**config.mk**
```make
export PLATFORM = sky130hd
export DESIGN_NAME = length_prefixed_row_parser
export DESIGN_NICKNAME = d
export VERILOG_FILES = /design/src/hw/rtl/lpr_pkg.sv /design/src/hw/rtl/lpr_parse.sv /design/src/hw/rtl/length_prefixed_row_parser.sv
export SDC_FILE = /design/constraint.sdc
export NUM_CORES = 1
export LEC_CHECK = 0
export ABC_CLOCK_PERIOD_IN_PS = 7900
export BUFFER_PORTS_ARGS = -buffer_cell sky130_fd_sc_hd__buf_2
export CAP_MARGIN = 5
export CORE_ASPECT_RATIO = 0.75
export CORE_MARGIN = 10
export CORE_UTILIZATION = 61
export DETAILED_ROUTE_END_ITERATION = 8
export PLACE_DENSITY = 0.81
export SYNTH_ARGS = -nofsm -noshare
export SYNTH_HDL_FRONTEND = slang
export SYNTH_SLANG_ARGS = --single-unit
```
**constraint.sdc**
```tcl
create_clock -name clk -period 7.9 [get_ports clk]
set_input_delay 2.37 -clock clk [delete_from_list [all_inputs] [get_ports clk]]
set_output_delay 2.37 -clock clk [all_outputs]
set_load 0.05 [all_outputs]
```
**src/hw/rtl/lpr_pkg.sv**
```systemverilog
// Package for the length-prefixed row parser: payload structs, result and
// status codes, parser phases and configuration register indexes.
// No dependencies; every other file of the block uses it.
package lpr_pkg;

    // Largest permitted length-of-length header value.
    localparam int MAX_LEN_BYTES = 8;
    localparam int LEN_LEFT_W    = $clog2(MAX_LEN_BYTES + 1);

    localparam logic [11:0] FIELD_MAX = 12'hFFF;

    // Configuration register indexes.
    localparam logic [7:0] CFG_EMPTY_MARKER = 8'd0;
    localparam logic [7:0] CFG_MAX_LENGTH   = 8'd1;

    typedef enum logic [1:0] {
        KIND_VALUE = 2'd0,
        KIND_EMPTY = 2'd1,
        KIND_ERROR = 2'd2
    } kind_t;

    typedef enum logic [1:0] {
        ST_OK          = 2'd0,
        ST_TOO_LONG    = 2'd1,
        ST_TRUNCATED   = 2'd2,
        ST_BAD_LEN_LEN = 2'd3
    } status_t;

    typedef enum logic [1:0] {
        PH_HEADER  = 2'd0,
        PH_LENGTH  = 2'd1,
        PH_PAYLOAD = 2'd2
    } phase_t;

    typedef struct packed {
        logic [7:0] data_byte;
        logic       row_last;
    } lpr_in_t;

    typedef struct packed {
        kind_t       kind;
        logic [11:0] field_index;
        logic [7:0]  value_byte;
        logic        field_end;
        logic        row_end;
        status_t     status;
    } lpr_out_t;

    // Result of one parse step, handed from the parser to the output stage.
    typedef struct packed {
        logic     valid;
        lpr_out_t data;
    } lpr_res_t;

endpackage

```
**src/hw/rtl/lpr_parse.sv**
```systemverilog
// Parser state machine of the length-prefixed row parser: holds the row
// state and turns one accepted byte into at most one result.
// Depends on lpr_pkg.
module lpr_parse (
    input  logic            clk,
    input  logic            rst_n,
    input  logic            step,
    input  lpr_pkg::lpr_in_t in_item,
    input  logic [7:0]      empty_marker,
    input  logic [31:0]     max_length,
    output lpr_pkg::lpr_res_t res
);

    lpr_pkg::phase_t                 phase_reg,        phase_next;
    logic [lpr_pkg::LEN_LEFT_W-1:0]  len_left_reg,     len_left_next;
    logic [2:0]                      len_shift_reg,    len_shift_next;
    logic [31:0]                     acc_lo_reg,       acc_lo_next;
    logic                            acc_hi_nz_reg,    acc_hi_nz_next;
    logic [31:0]                     payload_left_reg, payload_left_next;
    logic [11:0]                     field_count_reg,  field_count_next;
    logic                            discarding_reg,   discarding_next;

    logic [7:0]                      b;
    logic                            last;
    logic [11:0]                     field_inc;
    logic [31:0]                     acc_lo_merge;
    logic                            acc_hi_nz_merge;
    logic [lpr_pkg::LEN_LEFT_W-1:0]  len_left_dec;
    logic                            payload_fend;

    always_comb
    begin
        b    = in_item.data_byte;
        last = in_item.row_last;

        field_inc = (field_count_reg == lpr_pkg::FIELD_MAX) ? field_count_reg
                                                             : field_count_reg + 12'd1;

        // Length bytes are little endian; only the low four lanes are kept,
        // the upper lanes only matter for being nonzero.
        if (!len_shift_reg[2])
        begin
            acc_lo_merge    = acc_lo_reg | (32'(b) << {len_shift_reg[1:0], 3'b000});
            acc_hi_nz_merge = acc_hi_nz_reg;
        end
        else
        begin
            acc_lo_merge    = acc_lo_reg;
            acc_hi_nz_merge = acc_hi_nz_reg | (b != 8'd0);
        end

        len_left_dec = (len_left_reg != '0) ? len_left_reg - 1'b1 : len_left_reg;
        payload_fend = (payload_left_reg <= 32'd1);

        phase_next        = phase_reg;
        len_left_next     = len_left_reg;
        len_shift_next    = len_shift_reg;
        acc_lo_next       = acc_lo_reg;
        acc_hi_nz_next    = acc_hi_nz_reg;
        payload_left_next = payload_left_reg;
        field_count_next  = field_count_reg;
        discarding_next   = discarding_reg;

        res                  = '0;
        res.data.kind        = lpr_pkg::KIND_VALUE;
        res.data.status      = lpr_pkg::ST_OK;
        res.data.field_index = field_count_reg;
        res.data.row_end     = last;

        if (step && !discarding_reg)
        begin
            unique case (phase_reg)
                lpr_pkg::PH_HEADER:
                begin
                    if (b == empty_marker || b == 8'd0)
                    begin
                        res.valid          = 1'b1;
                        res.data.kind      = lpr_pkg::KIND_EMPTY;
                        res.data.field_end = 1'b1;
                        field_count_next   = field_inc;
                    end
                    else if (b > 8'(lpr_pkg::MAX_LEN_BYTES))
                    begin
                        res.valid       = 1'b1;
                        res.data.kind   = lpr_pkg::KIND_ERROR;
                        res.data.status = lpr_pkg::ST_BAD_LEN_LEN;
                        discarding_next = 1'b1;
                    end
                    else
                    begin
                        phase_next     = lpr_pkg::PH_LENGTH;
                        len_left_next  = b[lpr_pkg::LEN_LEFT_W-1:0];
                        len_shift_next = 3'd0;
                        acc_lo_next    = 32'd0;
                        acc_hi_nz_next = 1'b0;
                    end
                end
                lpr_pkg::PH_LENGTH:
                begin
                    acc_lo_next    = acc_lo_merge;
                    acc_hi_nz_next = acc_hi_nz_merge;
                    len_shift_next = len_shift_reg + 3'd1;
                    len_left_next  = len_left_dec;
                    if (len_left_dec == '0)
                    begin
                        if (acc_hi_nz_merge || acc_lo_merge > max_length)
                        begin
                            res.valid       = 1'b1;
                            res.data.kind   = lpr_pkg::KIND_ERROR;
                            res.data.status = lpr_pkg::ST_TOO_LONG;
                            discarding_next = 1'b1;
                        end
                        else if (acc_lo_merge == 32'd0)
                        begin
                            res.valid          = 1'b1;
                            res.data.kind      = lpr_pkg::KIND_EMPTY;
                            res.data.field_end = 1'b1;
                            field_count_next   = field_inc;
                            phase_next         = lpr_pkg::PH_HEADER;
                        end
                        else
                        begin
                            payload_left_next = acc_lo_merge;
                            phase_next        = lpr_pkg::PH_PAYLOAD;
                        end
                    end
                end
                lpr_pkg::PH_PAYLOAD:
                begin
                    if (last && !payload_fend)
                    begin
                        res.valid        = 1'b1;
                        res.data.kind    = lpr_pkg::KIND_ERROR;
                        res.data.status  = lpr_pkg::ST_TRUNCATED;
                        discarding_next  = 1'b1;
                    end
                    else
                    begin
                        res.valid           = 1'b1;
                        res.data.value_byte = b;
                        res.data.field_end  = payload_fend;
                        payload_left_next   = (payload_left_reg != 32'd0)
                                              ? payload_left_reg - 32'd1 : payload_left_reg;
                        if (payload_left_next == 32'd0)
                        begin
                            field_count_next = field_inc;
                            phase_next       = lpr_pkg::PH_HEADER;
                        end
                    end
                end
                default:
                begin
                    phase_next = lpr_pkg::PH_HEADER;
                end
            endcase

            // A row that ends inside a field is reported as truncated, unless
            // this byte already raised an error of its own.
            if (last && !discarding_next && phase_next != lpr_pkg::PH_HEADER)
            begin
                res                  = '0;
                res.valid            = 1'b1;
                res.data.kind        = lpr_pkg::KIND_ERROR;
                res.data.status      = lpr_pkg::ST_TRUNCATED;
                res.data.field_index = field_count_reg;
                res.data.row_end     = 1'b1;
            end
        end

        // Every row boundary returns the parser to its reset state.
        if (step && last)
        begin
            phase_next        = lpr_pkg::PH_HEADER;
            len_left_next     = '0;
            len_shift_next    = 3'd0;
            acc_lo_next       = 32'd0;
            acc_hi_nz_next    = 1'b0;
            payload_left_next = 32'd0;
            field_count_next  = 12'd0;
            discarding_next   = 1'b0;
        end
    end

    always_ff @(posedge clk or negedge rst_n)
    begin
        if (!rst_n)
        begin
            phase_reg        <= lpr_pkg::PH_HEADER;
            len_left_reg     <= '0;
            len_shift_reg    <= 3'd0;
            acc_lo_reg       <= 32'd0;
            acc_hi_nz_reg    <= 1'b0;
            payload_left_reg <= 32'd0;
            field_count_reg  <= 12'd0;
            discarding_reg   <= 1'b0;
        end
        else if (step)
        begin
            phase_reg        <= phase_next;
            len_left_reg     <= len_left_next;
            len_shift_reg    <= len_shift_next;
            acc_lo_reg       <= acc_lo_next;
            acc_hi_nz_reg    <= acc_hi_nz_next;
            payload_left_reg <= payload_left_next;
            field_count_reg  <= field_count_next;
            discarding_reg   <= discarding_next;
        end
    end

    a_row_end_clears: assert property (@(posedge clk) disable iff (!rst_n)
        step && in_item.row_last |=>
            phase_reg == lpr_pkg::PH_HEADER && field_count_reg == 12'd0 && !discarding_reg)
        else $error("parser state not cleared after row end");

    a_discard_silent: assert property (@(posedge clk) disable iff (!rst_n)
        discarding_reg |-> !res.valid)
        else $error("result produced while discarding a row");

    a_error_discards: assert property (@(posedge clk) disable iff (!rst_n)
        step && res.valid && res.data.kind == lpr_pkg::KIND_ERROR && !in_item.row_last
            |=> discarding_reg)
        else $error("error report did not start discarding");

    a_field_monotonic: assert property (@(posedge clk) disable iff (!rst_n)
        step && !in_item.row_last |=> field_count_reg >= $past(field_count_reg))
        else $error("field index went backwards inside a row");

endmodule

```
**src/hw/rtl/length_prefixed_row_parser.sv**
```systemverilog
// Length-prefixed row parser, top level: configuration registers, the
// parser core and a two-entry output register with skid entry.
// Depends on lpr_pkg and lpr_parse.
//
// Usage: row bytes enter on the in channel (in_valid, in_stall, in_data),
// one byte per transaction, with row_last set on the row's final byte.
// Results leave on the out channel (out_valid, out_stall, out_data), at
// most one per input byte: value bytes, empty-field markers and error
// reports. Other header and length bytes, and bytes of a discarded row, give none.
// A result computed from a taken byte is registered in the output register,
// or in the skid entry when the output register is stalled. Throughput is
// one byte per cycle while in_stall is low.
// When the receiver stalls, one further result is caught in the skid
// entry and in_stall rises the cycle after, so no result is lost.
// The configuration port (cfg_valid, cfg_ready, cfg_index, cfg_data) is
// always ready; index 0 is empty_marker, index 1 is max_length, other
// indexes are ignored. Write it only while the block is idle.
// Reset clears the parser to the start of a row, empties the output side
// and sets empty_marker to 0 and max_length to all ones.
module length_prefixed_row_parser (
    input  logic              clk,
    input  logic              rst_n,
    input  logic              in_valid,
    output logic              in_stall,
    input  lpr_pkg::lpr_in_t  in_data,
    output logic              out_valid,
    input  logic              out_stall,
    output lpr_pkg::lpr_out_t out_data,
    input  logic              cfg_valid,
    output logic              cfg_ready,
    input  logic [7:0]        cfg_index,
    input  logic [31:0]       cfg_data
);

    logic [7:0]        empty_marker_reg;
    logic [31:0]       max_length_reg;

    logic              out_valid_reg;
    lpr_pkg::lpr_out_t out_data_reg;
    logic              skid_valid_reg;
    lpr_pkg::lpr_out_t skid_data_reg;

    logic              in_take;
    logic              out_take;
    lpr_pkg::lpr_res_t res;

    assign cfg_ready = 1'b1;
    assign in_stall  = skid_valid_reg;
    assign in_take   = in_valid && !skid_valid_reg;
    assign out_take  = out_valid_reg && !out_stall;
    assign out_valid = out_valid_reg;
    assign out_data  = out_data_reg;

    always_ff @(posedge clk or negedge rst_n)
    begin
        if (!rst_n)
        begin
            empty_marker_reg <= 8'd0;
            max_length_reg   <= 32'hFFFF_FFFF;
        end
        else if (cfg_valid)
        begin
            unique case (cfg_index)
                lpr_pkg::CFG_EMPTY_MARKER: empty_marker_reg <= cfg_data[7:0];
                lpr_pkg::CFG_MAX_LENGTH:   max_length_reg   <= cfg_data;
                default:                   ;
            endcase
        end
    end

    lpr_parse u_parse (
        .clk          (clk),
        .rst_n        (rst_n),
        .step         (in_take),
        .in_item      (in_data),
        .empty_marker (empty_marker_reg),
        .max_length   (max_length_reg),
        .res          (res)
    );

    always_ff @(posedge clk or negedge rst_n)
    begin
        if (!rst_n)
        begin
            out_valid_reg  <= 1'b0;
            skid_valid_reg <= 1'b0;
        end
        else if (skid_valid_reg)
        begin
            if (out_take)
            begin
                skid_valid_reg <= 1'b0;
            end
        end
        else if (in_take && res.valid)
        begin
            if (out_valid_reg && !out_take)
            begin
                skid_valid_reg <= 1'b1;
            end
            else
            begin
                out_valid_reg <= 1'b1;
            end
        end
        else if (out_take)
        begin
            out_valid_reg <= 1'b0;
        end
    end

    always_ff @(posedge clk)
    begin
        if (skid_valid_reg)
        begin
            if (out_take)
            begin
                out_data_reg <= skid_data_reg;
            end
        end
        else if (in_take && res.valid)
        begin
            if (out_valid_reg && !out_take)
            begin
                skid_data_reg <= res.data;
            end
            else
            begin
                out_data_reg <= res.data;
            end
        end
    end

    a_skid_behind_out: assert property (@(posedge clk) disable iff (!rst_n)
        skid_valid_reg |-> out_valid_reg)
        else $error("skid entry holds a result while the output register is empty");

    a_skid_drains: assert property (@(posedge clk) disable iff (!rst_n)
        skid_valid_reg && out_take |=> out_valid_reg && !skid_valid_reg)
        else $error("skid entry did not move to the output register");

    a_out_hold: assert property (@(posedge clk) disable iff (!rst_n)
        out_valid && out_stall |=> out_valid && $stable(out_data))
        else $error("stalled result changed before it was taken");

endmodule
```
* Word-level counts from Yosys, hierarchy flattened
Index checks and enable logic that the tools add are counted. Widths: inputs -> output; s select.
Operators by class: add/subtract/negate cells 4, $lt $le $gt $ge 3, eq/ne operators 17, shift operators 1, multiplexer cells 93, bitwise operators 3, reductions and logical operators 42
Operators by type and width (number):
- $mux 32 | 12
- $pmux 32 s2 | 2
- $mux 12 | 9
- $mux 26 | 4
- $logic_not 32->1 | 2
- $mux 27 | 2
- $pmux 12 s3 | 1
- $gt 32x32->1 | 1
- $le 32x1->1 const B | 1
- $or 32x32->32 | 1
- $reduce_bool 32->1 | 1
- $shl 8x5->32 | 1
- $sub 32x1->32 const B | 1
- $mux 2 | 14
- $mux 3 | 9
- $mux 1 | 25
- $mux 4 | 5
- $logic_not 8->1 | 2
- $ne 3x3->1 const B | 5
- $add 12x1->12 const B | 1
- $eq 12x12->1 const B | 1
- $ne 3x1->1 const B | 4
- $pmux 2 s3 | 2
- $logic_and 1x1->1 | 9
- other kinds (31) | 48
Word-level totals: bits in registers 181, input bits 54

* Depth between registers and ports, before layout
depth in word-level cells 17, mapped depth 17, mapped depth without buffers 13

* Cells and area by module
From an unflattened synthesis, not the netlist that was laid out.
Second synthesis, totals: cell total of the unflattened synthesis 1087, area total of the unflattened synthesis 10586.4 sq um
Modules (own cells, without submodules):
- lpr_parse | times used 1, cells each 904, area an instance 6876.6 sq um, seq. area each 2177.1 sq um
- length_prefixed_row_parser | times used 1, cells each 183, area an instance 3709.8 sq um, seq. area each 2652.5 sq um

* Worst setup path after synthesis
No wires, ideal clock.
path type input-to-reg, from input port in_data[4] (netlist name), to register out_data_reg (netlist bit out_data[0]) (enable), setup time 0.453 ns, arrival time 6.992 ns, data required time 7.447 ns, path slack 0.456 ns, cell stages on the path 14, buffers on the path 1, cells stage by stage nor2b_1 -> clkbuf_1 -> a21oi_1 -> inv_1 -> ha_1 -> nand4_1 -> nor4_1 -> a21bo_2 -> a31oi_1 -> or2_2 -> o221ai_1 -> and3_1 -> a21o_1 -> a221oi_1
Between the ends: longest elaborated chain between the ends 17, elaborated cells between the ends (all ways) 41, those cells by class order compare (2); eq/ne (1); shift (1); mux (23); bitwise (2); reduce/logical (12)
RTL lines:
- from (decl) | RTL line length_prefixed_row_parser.sv:25 | input lpr_pkg::lpr_in_t in_data,
- $shl 8x5->32 | RTL line lpr_parse.sv:43 | acc_lo_merge = acc_lo_reg | (32'(b) << {len_shift_reg[1:0], 3'b000});
- $or 32x32->32 | RTL line lpr_parse.sv:43
- $mux 32 | RTL line lpr_parse.sv:41 | if (!len_shift_reg[2])
- $gt 32x32->1 | RTL line lpr_parse.sv:106 | if (acc_hi_nz_merge || acc_lo_merge > max_length)
- $logic_or 1x1->1 | RTL line lpr_parse.sv:106
- $mux 1 | RTL line lpr_parse.sv:106
- $mux 1 | RTL line lpr_parse.sv:104 | if (len_left_dec == '0)
- $pmux 1 s3 | RTL line lpr_parse.sv:72 | unique case (phase_reg)
- $mux 1 | RTL line lpr_parse.sv:70 | if (step && !discarding_reg)
- $logic_not 1->1 | RTL line lpr_parse.sv:159 | if (last && !discarding_next && phase_next != lpr_pkg::PH_HEADER)
- $logic_and 1x1->1 (2 in series) | RTL line lpr_parse.sv:159
- $mux 27 (*) | RTL line lpr_parse.sv:159
- $mux 27 (*) | RTL line lpr_parse.sv:70
- $logic_and 1x1->1 (*) | RTL line length_prefixed_row_parser.sv:121 | else if (in_take && res.valid)
- $reduce_bool 2->1 (no source line) (*)
- $reduce_and 3->1 (no source line) (*)
- to (signal assigned) | RTL line length_prefixed_row_parser.sv:118 | out_data_reg <= skid_data_reg;
- to (signal assigned) | RTL line length_prefixed_row_parser.sv:129 | out_data_reg <= res.data;
- to (decl) | RTL line length_prefixed_row_parser.sv:39 | lpr_pkg::lpr_out_t out_data_reg;
Every way passes the cells marked *; elsewhere a longest branch is shown, timed or not. The select of a mux whose other input is x is not followed. A chain may end at the register's enable or synchronous reset.

* Worst setup path in the final report
from input port in_data[8] (netlist name), to register out_data_reg (netlist bit out_data[22]) (enable)
Same word-level chain as after synthesis.

==> impl_metrics.toml <==
[sta]
worst_pin_slew_ps = 1210
grt_setup_unrepaired = "false"
report.final.slew_viol_count = 0
fin_tns_setup_ps = 0
clock.fmax_mhz = 159.3
maxSlewHeadroom_pct = 19.30
period_share_pct = 79.46
clock_skew_ps = 10.92
layout_min_cycle_time_ps = 6278
hold_viol_final = 0
setup_viol = 0

[synth]
async_flop_share_pct = 71.27
synthCells = 1144
ys_warn_count = 0
ys_types = 80
syn_nets = 1240
synth_area_sq_um = 10780
synth_edf_count = 52
ys.flop_type = "dfrtp_1"
seq_area_frac_synth_pct = 44.82
avgSynthCellArea_sq_um = 9.419
synth-seq-cells = 181

[layout]
syn_to_final_growth_pct = 11.10
final_cell_area_sq_um = 11970
n_fill_cell = 1286
multi_input_area_sq_um = 5423
mostFrequentLayoutCell = "nand2_1"
nets = 1289
final_cell_mix = "nand2_1 (113), a21oi_1 (103), dfrtp_1 (97)"
ff_latch_area_sq_um = 4830
antenna_cells = 0
drive_gt1_share_pct = 20.32

[clocking]
cts_resized = 0
cts-root-buf = "clkbuf_16"
cts_hold_buf = 0
cts.sinks = 181
cts_made_buffers = 17
path_clk_slew_ps = 70
clk_latency_ps = 440
cts_setup_buffers = 0
htree_levels = 4
cts_tree = "built"
clockBufferDepth = 2

[global_route]
grt_overflow_total = 0
grt_max_degree = 72
first_global_vias = 9102
grt_usage_pct = 26.04
grt_pass1_wl_mm = 49.62
antenna_found_initial = 0

[route]
vias_per_cell = 6.584
ant_nets = 0
drtIter0Drc = 1293
first_pass_iters = 6
routed_wl_mm = 30.82
drc = 0
vias = 9494
wire_per_inst_microns = 21.37

[worst_hold_path]
hold_path.class = "reg2reg"

[power_and_ir_drop]
leakagePower_nw = 5.150
power.total_mw = 2.509
powerDensity_nw_per_um2 = 209.6
ir_drop_mv = 0.1293

[floorplanning]
dieArea_sq_um = 23440
start_util_pct = 63.08
rows = 41
die_w_microns = 173.5
coreArea_sq_um = 17080
die_h_microns = 135.1
io_pins = 83

[worst_setup_path]
slowest_stage = "a31oi_1"
critPathRequiredTime_ps = 8010
path_delay_family = "compound AO/OA/AOI/OAI gates"
crit_chain = "buf_2 > nor2b_1 > a21oi_1 > inv_1 > ha_1 > nand3_1 > nor4_1 > o21ai_0 > a31oi_1 > or2_2 > o221ai_1 > and3_1 > a21o_1 > a221oi_4 > buf_4"
worstSetupEndpointType = "flip-flop"
critPathMaxFanout = 26
startpoint_type = "primary input"
worst-path-buf-inv = 3
path_class = "in2reg"
arrival_ps = 6390
slowest_delay_ps = 530

[status]
status = "complete, no violations"

[placement]
routabilityCongestion = 0.9891
place_area_sq_um = 11340
hpwl_mm = 22.15
port_buffers = 81

[job]
cap_violations = 0
==> routing by layer <==
metal  vias to the layer above  track usage [%]  share of wire (%)
met3                        58            8.635                 13
li1                       4311                -                  -
met5                         -                0                  0
met1                      4516            36.95                 43
met2                       609            37.70                 43
met4                         0            6.163                1.4
==> area by class of cell <==
| cell class | instances | area share, % |
|---|---|---|
| repair buffers | 98 | 4.640 |
| flip-flops and latches | 181 | 40.34 |
| clock inverters | 13 | 1.296 |
| clock buffers | 19 | 3.731 |
| well taps | 236 | 2.467 |
| inverters | 71 | 2.226 |
| multi-input cells | 824 | 45.30 |
==> cells in the mapped netlist (5+ instances only) <==
library cell    n  area share, %
a21oi_1       104            4.8
or3_1          17           0.99
buf_2           7           0.33
a221oi_1        7           0.57
o21ai_1        14           0.65
inv_1          70            2.4
a21o_1         17            1.2
nor2b_1        14           0.81
nand2_1       113            3.9
or4_1          23            1.6
ha_1           42            4.9
or2_2           5           0.29
and3_1          9           0.52
nor4_1         19            1.1
nor3_1         35            1.6
o2111ai_1       9           0.73
o22ai_1        10           0.58
o31ai_1        17            1.2
xor2_1         14            1.1
o21ai_0        62            2.9
nand3_1        20           0.93
dfstp_2        32            7.8
nand4_1        22            1.3
a31oi_1        13           0.75
dfrtp_1        97             23
o21a_1          5           0.35
clkbuf_1       55            1.9
a211oi_1        7           0.49
mux2_2         56            5.9
edfxtp_1       52             14
a2111oi_0       9           0.73
nor2_1         73            2.5
==> worst reg2reg max path, stage by stage (launching register included) <==
cell and delay (ps):
dfrtp_1 690, nor2b_1 750, a21oi_1 300, inv_1 200, ha_1 160, nand3_1 120, nor4_1 420, o21ai_0 170
a31oi_1 530, or2_2 270, o221ai_1 120, and3_1 240, a21o_1 270, a221oi_4 240, buf_4 370
==> cells by family after synthesis <==
family                     share of synthesized area (%)
muxes                                              6.038
buffers and inverters                              5.097
DFF                                                44.82
AOI/OAI and AO/OA                                  18.72
other                                            0.03480
and+or+nand+nor                                    18.95
xor gates and xnor gates                           1.463
adders and majority gates                          4.877
==> power breakdown <==
part,total [mW],switching (mW),internal [mW]
Clock,0.875,0.412,0.463
Sequential,1.09,0.0649,1.03
Combinational,0.541,0.358,0.182
Total,2.51,0.835,1.67
==> stage by stage <==
step / instances / util [%] / worst slack, ps / hold slack (ps)
3_3_place_gp: 1409 / 66.40 / 1298 / 483.5
2_1_floorplan: 1144 / - / 455.6 / 463.3
3_5_place_dp: 1409 / 66.40 / 1221 / 493.0
4_1_cts: 1441 / 69.92 / 1668 / 508.7
5_1_grt: 1442 / 70.08 / 1378 / 538.3
6_report: 1442 / 70.08 / 1622 / 509.9
==> final timing paths <==
kind,from,cells past startpoint,to,slack [ps]
worst max-delay path,in_data[8],15,out_data[22],1620
worst min-delay path,u_parse.acc_lo_reg[16],2,u_parse.acc_lo_reg[16],510
worst max register to register,u_parse.len_shift_reg[0],14,out_data[22],2730
worst min register to register,u_parse.acc_lo_reg[16],2,u_parse.acc_lo_reg[16],510
max in group asynchronous,rst_n,2,u_parse.acc_lo_reg[16],4500
min in group asynchronous,rst_n,1,u_parse.field_count_reg[8],2060
Note: power is estimated with default switching activity, not from simulation.
